`config.mk`:
```
export PLATFORM = sky130hd
export DESIGN_NAME = threat_signature_scanner_top
export DESIGN_NICKNAME = d
export VERILOG_FILES = /design/src/hw/rtl/tss_pkg.sv /design/src/hw/rtl/tss_front.sv /design/src/hw/rtl/tss_queue.sv /design/src/hw/rtl/tss_back.sv /design/src/hw/rtl/threat_signature_scanner_top.sv
export SDC_FILE = /design/constraint.sdc
export NUM_CORES = 1
export LEC_CHECK = 0
export BUFFER_PORTS_ARGS = -buffer_cell sky130_fd_sc_hd__buf_2
export CORE_ASPECT_RATIO = 0.6
export CORE_MARGIN = 10
export CORE_UTILIZATION = 45
export CTS_BUF_LIST = sky130_fd_sc_hd__clkbuf_4 sky130_fd_sc_hd__clkbuf_8
export CTS_CLUSTER_DIAMETER = 100
export DETAILED_ROUTE_END_ITERATION = 6
export SLEW_MARGIN = 20
export SYNTH_ARGS = -nofsm -noshare
export SYNTH_HDL_FRONTEND = slang
export SYNTH_HIERARCHICAL = 1
export SYNTH_SLANG_ARGS = --single-unit
```
`constraint.sdc`:
```
create_clock -name clk_i -period 13.8 [get_ports clk_i]
set_input_delay 2.07 -clock clk_i [delete_from_list [all_inputs] [get_ports clk_i]]
set_output_delay 2.07 -clock clk_i [all_outputs]
set_load 0.01 [all_outputs]
```
`src/hw/rtl/tss_pkg.sv`:
```
// Shared types, signature table and sizing constants of the signature scanner.
package tss_pkg;

  localparam int SIG_COUNT = 8;
  localparam int SIG_IDX_W = 3;
  localparam int SIG_TBL_LEN = 10;
  localparam int MATCH_OFFSET_W = 32;
  localparam int DEF_OFFSET_BITS = 32;
  localparam int DEF_MAX_SIG_BYTES = 10;
  localparam int HIT_QUEUE_DEPTH = 4;

  typedef logic [7:0] byte_t;
  typedef logic [SIG_COUNT-1:0] hit_mask_t;
  typedef logic [SIG_IDX_W-1:0] sig_idx_t;

  // Signatures are stored first byte first and padded with zeros.
  localparam byte_t SIG_BYTES [SIG_COUNT][SIG_TBL_LEN] = '{
    '{8'h31, 8'hC0, 8'h50, 8'h68, 8'h2F, 8'h2F, 8'h73, 8'h68, 8'h00, 8'h00},
    '{8'h48, 8'h31, 8'hF6, 8'h56, 8'h48, 8'hBF, 8'h2F, 8'h62, 8'h00, 8'h00},
    '{8'hFC, 8'h48, 8'h83, 8'hE4, 8'hF0, 8'hE8, 8'h00, 8'h00, 8'h00, 8'h00},
    '{8'h3C, 8'h3F, 8'h70, 8'h68, 8'h70, 8'h20, 8'h65, 8'h76, 8'h61, 8'h6C},
    '{8'h62, 8'h61, 8'h73, 8'h65, 8'h36, 8'h34, 8'h20, 8'h2D, 8'h64, 8'h00},
    '{8'h2F, 8'h64, 8'h65, 8'h76, 8'h2F, 8'h74, 8'h63, 8'h70, 8'h2F, 8'h00},
    '{8'h4C, 8'h44, 8'h5F, 8'h50, 8'h52, 8'h45, 8'h4C, 8'h4F, 8'h41, 8'h44},
    '{8'h70, 8'h74, 8'h72, 8'h61, 8'h63, 8'h65, 8'h00, 8'h00, 8'h00, 8'h00}
  };

  localparam int SIG_LEN [SIG_COUNT] = '{8, 8, 6, 10, 9, 9, 10, 6};

endpackage

```
`src/hw/rtl/tss_front.sv`:
```
// Front end: byte window, stream position and parallel signature compare.
module tss_front #(
  parameter int OFFSET_BITS = tss_pkg::DEF_OFFSET_BITS,
  parameter int MAX_SIGNATURE_BYTES = tss_pkg::DEF_MAX_SIG_BYTES
) (
  input  logic                   clk_i,
  input  logic                   rst_ni,
  input  logic                   accept_i,
  input  tss_pkg::byte_t         data_byte_i,
  input  logic                   final_byte_i,
  output tss_pkg::hit_mask_t     hit_mask_o,
  output logic [OFFSET_BITS-1:0] position_o
);
  import tss_pkg::*;

  localparam int HistDepth = MAX_SIGNATURE_BYTES - 1;

  byte_t                  hist_q [HistDepth];
  logic [OFFSET_BITS-1:0] pos_q;
  byte_t                  win [MAX_SIGNATURE_BYTES];
  hit_mask_t              hit;

  always_comb begin
    win[0] = data_byte_i;
    for (int k = 1; k < MAX_SIGNATURE_BYTES; k++) begin
      win[k] = hist_q[k-1];
    end
  end

  // A signature of length L ends here when the newest L bytes match it and
  // at least L bytes have arrived since the last clear.
  always_comb begin
    for (int s = 0; s < SIG_COUNT; s++) begin
      hit[s] = (pos_q >= OFFSET_BITS'(SIG_LEN[s] - 1));
      for (int i = 0; i < SIG_TBL_LEN; i++) begin
        if (i < SIG_LEN[s]) begin
          hit[s] = hit[s] & (SIG_BYTES[s][i] == win[SIG_LEN[s] - 1 - i]);
        end
      end
    end
  end

  assign hit_mask_o = hit;
  assign position_o = pos_q;

  always_ff @(posedge clk_i or negedge rst_ni) begin
    if (!rst_ni) begin
      pos_q <= '0;
      for (int k = 0; k < HistDepth; k++) begin
        hist_q[k] <= '0;
      end
    end else if (accept_i) begin
      if (final_byte_i) begin
        pos_q <= '0;
        for (int k = 0; k < HistDepth; k++) begin
          hist_q[k] <= '0;
        end
      end else begin
        if (pos_q != '1) begin
          pos_q <= pos_q + OFFSET_BITS'(1);
        end
        hist_q[0] <= data_byte_i;
        for (int k = 1; k < HistDepth; k++) begin
          hist_q[k] <= hist_q[k-1];
        end
      end
    end
  end

endmodule

```
`src/hw/rtl/tss_queue.sv`:
```
// Small first-in first-out queue of hit records between front and back end.
module tss_queue #(
  parameter int WIDTH = 8,
  parameter int DEPTH = tss_pkg::HIT_QUEUE_DEPTH
) (
  input  logic             clk_i,
  input  logic             rst_ni,
  input  logic             push_i,
  input  logic [WIDTH-1:0] wdata_i,
  input  logic             pop_i,
  output logic [WIDTH-1:0] rdata_o,
  output logic             full_o,
  output logic             empty_o
);
  localparam int PtrW = (DEPTH > 1) ? $clog2(DEPTH) : 1;
  localparam int CntW = $clog2(DEPTH + 1);

  logic [WIDTH-1:0] mem_q [DEPTH];
  logic [PtrW-1:0]  wptr_q, rptr_q;
  logic [CntW-1:0]  cnt_q;
  logic             do_push, do_pop;

  assign full_o  = (cnt_q == CntW'(DEPTH));
  assign empty_o = (cnt_q == '0);
  assign rdata_o = mem_q[rptr_q];
  assign do_push = push_i && !full_o;
  assign do_pop  = pop_i && !empty_o;

  always_ff @(posedge clk_i) begin
    if (do_push) begin
      mem_q[wptr_q] <= wdata_i;
    end
  end

  always_ff @(posedge clk_i or negedge rst_ni) begin
    if (!rst_ni) begin
      wptr_q <= '0;
      rptr_q <= '0;
      cnt_q  <= '0;
    end else begin
      if (do_push) begin
        wptr_q <= (wptr_q == PtrW'(DEPTH - 1)) ? '0 : wptr_q + PtrW'(1);
      end
      if (do_pop) begin
        rptr_q <= (rptr_q == PtrW'(DEPTH - 1)) ? '0 : rptr_q + PtrW'(1);
      end
      if (do_push && !do_pop) begin
        cnt_q <= cnt_q + CntW'(1);
      end else if (do_pop && !do_push) begin
        cnt_q <= cnt_q - CntW'(1);
      end
    end
  end

endmodule

```
`src/hw/rtl/tss_back.sv`:
```
// Back end: turns one hit record into results in ascending signature order.
module tss_back #(
  parameter int OFFSET_BITS = tss_pkg::DEF_OFFSET_BITS
) (
  input  logic                                clk_i,
  input  logic                                rst_ni,
  input  logic                                head_valid_i,
  input  tss_pkg::hit_mask_t                  head_mask_i,
  input  logic [OFFSET_BITS-1:0]              head_pos_i,
  output logic                                head_pop_o,
  input  logic                                pop,
  output logic                                empty,
  output tss_pkg::sig_idx_t                   signature_index_o,
  output logic [tss_pkg::MATCH_OFFSET_W-1:0]  match_offset_o,
  output logic                                last_of_run_o
);
  import tss_pkg::*;

  logic                      out_valid_q;
  sig_idx_t                  idx_q;
  logic [MATCH_OFFSET_W-1:0] offset_q;
  logic                      last_q;
  hit_mask_t                 sent_q;

  hit_mask_t                 remaining, rest;
  sig_idx_t                  next_idx;
  logic [OFFSET_BITS-1:0]    start;
  logic                      load;

  // Lowest set bit wins.
  always_comb begin
    remaining = head_mask_i & ~sent_q;
    next_idx  = '0;
    for (int s = SIG_COUNT - 1; s >= 0; s--) begin
      if (remaining[s]) begin
        next_idx = SIG_IDX_W'(s);
      end
    end
    rest = remaining & ~(hit_mask_t'(1) << next_idx);
    start = head_pos_i - OFFSET_BITS'(SIG_LEN[next_idx] - 1);
  end

  assign load       = !out_valid_q || pop;
  assign head_pop_o = load && head_valid_i && (rest == '0);

  always_ff @(posedge clk_i) begin
    if (load && head_valid_i) begin
      idx_q    <= next_idx;
      offset_q <= MATCH_OFFSET_W'(start);
      last_q   <= (rest == '0);
    end
  end

  always_ff @(posedge clk_i or negedge rst_ni) begin
    if (!rst_ni) begin
      out_valid_q <= 1'b0;
      sent_q      <= '0;
    end else if (load) begin
      out_valid_q <= head_valid_i;
      if (head_valid_i) begin
        sent_q <= (rest == '0) ? '0 : (sent_q | (hit_mask_t'(1) << next_idx));
      end
    end
  end

  assign empty             = !out_valid_q;
  assign signature_index_o = idx_q;
  assign match_offset_o    = offset_q;
  assign last_of_run_o     = last_q;

endmodule

```
`src/hw/rtl/threat_signature_scanner_top.sv`:
```
// A result is written into the hit queue when its byte is accepted and is then loaded into
// the result register, which drives the result ports.
// Throughput: one byte per cycle is accepted while the four-entry hit queue has room;
// results leave one per cycle while pop is high; a byte with n hits gives n results.
// Bytes without hits never enter the hit queue.
// Reset clears the byte history, the position count, the queue and the result valid flag.
module threat_signature_scanner_top #(
  parameter int OFFSET_BITS = tss_pkg::DEF_OFFSET_BITS,
  parameter int MAX_SIGNATURE_BYTES = tss_pkg::DEF_MAX_SIG_BYTES
) (
  input  logic                               clk_i,
  input  logic                               rst_ni,
  input  logic                               push,
  output logic                               full,
  input  tss_pkg::byte_t                     data_byte_i,
  input  logic                               final_byte_i,
  output logic                               empty,
  input  logic                               pop,
  output tss_pkg::sig_idx_t                  signature_index_o,
  output logic [tss_pkg::MATCH_OFFSET_W-1:0] match_offset_o,
  output logic                               last_of_run_o
);
  import tss_pkg::*;

  localparam int RecW = SIG_COUNT + OFFSET_BITS;

  logic                   accept;
  hit_mask_t              hit_mask;
  logic [OFFSET_BITS-1:0] position;
  logic [RecW-1:0]        head_rec;
  logic                   q_full, q_empty, head_pop;

  assign full   = q_full;
  assign accept = push && !q_full;

  tss_front #(
    .OFFSET_BITS        (OFFSET_BITS),
    .MAX_SIGNATURE_BYTES(MAX_SIGNATURE_BYTES)
  ) u_front (
    .clk_i       (clk_i),
    .rst_ni      (rst_ni),
    .accept_i    (accept),
    .data_byte_i (data_byte_i),
    .final_byte_i(final_byte_i),
    .hit_mask_o  (hit_mask),
    .position_o  (position)
  );

  tss_queue #(
    .WIDTH(RecW),
    .DEPTH(HIT_QUEUE_DEPTH)
  ) u_queue (
    .clk_i  (clk_i),
    .rst_ni (rst_ni),
    .push_i (accept && (hit_mask != '0)),
    .wdata_i({hit_mask, position}),
    .pop_i  (head_pop),
    .rdata_o(head_rec),
    .full_o (q_full),
    .empty_o(q_empty)
  );

  tss_back #(
    .OFFSET_BITS(OFFSET_BITS)
  ) u_back (
    .clk_i            (clk_i),
    .rst_ni           (rst_ni),
    .head_valid_i     (!q_empty),
    .head_mask_i      (head_rec[RecW-1:OFFSET_BITS]),
    .head_pos_i       (head_rec[OFFSET_BITS-1:0]),
    .head_pop_o       (head_pop),
    .pop              (pop),
    .empty            (empty),
    .signature_index_o(signature_index_o),
    .match_offset_o   (match_offset_o),
    .last_of_run_o    (last_of_run_o)
  );

endmodule

```
==> metrics.md <==
| Metric | Value |
|---|---|
| Syn_area_per_cell | `approximately 12 µm²` |
| Largest net degree at the start of global routing | `76` |
| Arr. time, crit path | `6.29 ns` |
| Switching fraction of total power | `0.233` |
| Seq. cell area | `between 8000 and 9000 µm²` |
| Worst R2R Path Depth | `16` |
| Starting Density | `0.458` |
| Hold Fails Final Rpt | `0` |
| I/O Buffers | `50` |
| Initial DRC Count | `about 1,400` |
| Clock Pin Slew Worst Setup and Hold Paths | `0.07 ns` |
| Final core utilization | `0.507` |
| Comb pwr share | `0.038` |
| Slew Limit Headroom | `0.339` |
| Hpwl dp | `about 31,000 µm` |
| Top post-synthesis cells by area | `edfxtp_1, dfrtp_1, mux4_2` |
| Clk Latency, worst-skew pair | `about 0.59 ns` |
| CTS buffer count | `48` |
| Total Power | `roughly 1.9 mW` |
| Post-Syn Instances | `1,299` |
| Sequential power share | `0.545` |
| Top FF cell, synth | `edfxtp_1` |
| Max frequency | `roughly 170 MHz` |
| Min Tclk post-route | `5.95 ns` |
| Drt pass-1 iters | `6` |
| Final setup fails | `0` |
| Post-synthesis register bit count | `316` |
| Pint | `~1.5 mW` |
| First-pass GRT wire length | `around 65,000 µm` |
| Placed instance area | `16,200 µm²` |
| Yosys top cell by area | `edfxtp_1` |
| Crit-path max FO | `37` |
| Antenna Violating Nets Remaining | `0` |
| Clock power share | `0.417` |
| DR WL/cell | `roughly 23 µm` |
| Max Cap Viol | `0` |
| CTS sink count | `about 320` |
| Sequential area share after synthesis | `0.572` |
| Vias/cell | `a little under 6` |
| Post-synth EDFFs | `196` |
| Setup Crit Path Kind | `flop to flop` |
| Gr usage total | `0.203` |
| Cts hold-fix bufs | `0` |
| Fin area | `17,200 µm²` |
| Die Footprint | `42,600 µm²` |
| Total gr overflow | `0` |
| Initial antenna violation count | `1` |
| Max-slew violations | `0` |
| Via count | `10,952` |
| Final WL | `between 40,000 and 50,000 µm` |
| Root Driver | `clkbuf_8` |
| RSZ-0062 raised after global routing | `false` |
| Switching power | `0.444 mW` |
| Syn. warnings | `6` |
| Residual DRC | `0` |
| TritonCTS clock tree | `done` |
| Layout Skew | `approximately 0.017 ns` |
| Distinct cell type count after synthesis | `81` |
| Post-Syn Nets | `between 1,000 and 1,500` |
| Power density cells | `~110 nW/µm²` |
| P_leak | `roughly 6.5 nW` |
| Crit path launch type | `flop` |
| Filler cells | `around 3,000` |
| Period utilization | `0.431` |
| Row count | `52` |
| Commonest cells post-synth | `edfxtp_1, inv_1, dfrtp_1` |
| Worst-Margin Slew | `between 0.9 and 1 ns` |
| Setup TNS | `0 ns` |
| I/O pins | `just over 50` |
| CTS resizes | `0` |
| GP Congestion | `roughly 1.0` |
| Critical Path RT | `around 14 ns` |
| Layout overhead on the synthesized area | `10.7%` |
| Post-CTS Setup Bufs | `0` |
| Final #Nets | `1,415` |
| Share of the synthesized area in the top cell type | `0.379` |
| Top-count cell post-synth | `edfxtp_1` |
| Core area | `33,900 µm²` |
| Fraction of layout cells with a size suffix above 1 | `0.162` |
| Area of the multi-input gates | `around 6000 µm²` |
| Longest Clk Path Bufs | `3` |
| Overall die height | `roughly 160 µm` |
| Vias in the first global route | `~10,000` |
| HP Class | `flop to flop` |
| H-tree lvl count | `2` |
| Crit. End Element | `flop` |
| Async set-reset flop share out of synthesis | `0.380` |
| Die X-Extent | `roughly 260 µm` |
| Status | `finished, final reports clean` |
| Max IR drop VDD | `roughly 66 µV` |
| Hold Crit Depth | `2` |
| Cell Area, Synth | `approximately 16,000 µm²` |
## power by group through the flow
| stage | sequential [mW] | combinational [mW] | clock, mW |
|---|---|---|---|
| 2_1_floorplan | 1.04 | 0.0400 | 0 |
| 3_3_place_gp | 1.06 | 0.0695 | 0 |
| 3_5_place_dp | 1.06 | 0.0697 | 0 |
| 4_1_cts | 1.04 | 0.0700 | 0.812 |
| 5_1_grt | 1.04 | 0.0794 | 0.859 |
| 6_report | 1.04 | 0.0718 | 0.794 |
## stage by stage
step / setup slack (ns) / cells / hold slack [ns]
floorplan: 7.52 / 1299 / 0.454
global placement: 7.70 / 1766 / 0.501
detailed placement: 7.51 / 1766 / 0.485
CTS: 7.81 / 1856 / 0.498
global route: 7.35 / 1856 / 0.539
finish: 7.85 / 1857 / 0.510
## cell families (layout without fill, tap and decap cells)
logic type,Yosys count,after routing,synth area share
XOR/XNOR,33,33,0.0186
AO/OA/AOI/OAI,248,248,0.0978
buffers and inverters,179,277,0.0475
multiplexers,47,47,0.0633
other,0,1,0
adder cells (fa/ha/maj),45,45,0.0372
flip-flops,316,316,0.572
AND/OR/NAND/NOR,431,431,0.163
## routing by layer
layer	global-route usage	routed length, µm	vias up
met2	0.218	14400	525
met5	0.0231	133	-
met4	0.0344	401	2
met3	0.0861	6030	41
li1	-	-	4970
met1	0.342	22600	5414
## cells in the final DEF (no fill, tap or decap), types with 34 or more instances in the layout
master / count
edfxtp_1: 196
inv_1: 124
dfrtp_1: 118
o21ai_0: 108
nand3b_1: 76
nand2_1: 68
nor2_1: 59
clkbuf_8: 54
a21oi_1: 50
buf_2: 49
ha_1: 43
mux4_2: 40
nand3_1: 38
nand4_1: 34
## layout make-up
type,instances,area share
well taps,459,0.0334
inverters,125,0.0273
repair buffers,62,0.0199
flip-flops and latches,316,0.517
multi-input cells,804,0.345
clock buffers,79,0.0541
diodes,1,0.000145
clock inverters,11,0.00327
## final timing paths
path	slack, ns	from	endpoint
setup / recovery	7.85	u_queue/rptr_q[0]	u_back/match_offset_o[27]
setup reg to reg	7.85	u_queue/rptr_q[0]	u_back/match_offset_o[27]
hold reg to reg	0.51	u_back/sent_q[7]	u_back/sent_q[7]
hold / removal	0.51	u_back/sent_q[7]	u_back/sent_q[7]
max in group asynchronous	10.87	rst_ni	u_front/hist_q[43]
min in group asynchronous	1.59	rst_ni	u_front/hist_q[18]
## critical path, stage by stage, from the launching register on
cell and delay [ns]:
dfrtp_2 0.45, buf_4 0.66, mux4_2 0.63, nor2b_1 0.18, nor2b_1 0.29, a21oi_1 0.16
xnor2_1 0.49, and2_1 0.25, inv_1 0.06, ha_1 0.31, fa_1 0.49, a211oi_1 0.30
o21bai_1 0.15, a221o_1 0.39, a31oi_1 0.53, o21ai_1 0.16, xor2_1 0.16
## registers in the layout, indices dropped and copies added (netlist names)
register                  cells
u_front/position_o           32
u_queue/mem_q               160
u_back/sent_q                 8
u_back/match_offset_o        32
u_back/out_valid_q            1
u_queue/rptr_q                2
u_front/hist_q               72
u_back/signature_index_o      3
u_back/last_of_run_o          1
u_queue/cnt_q                 3
u_queue/wptr_q                2
Power figures use the tool's default switching activity.
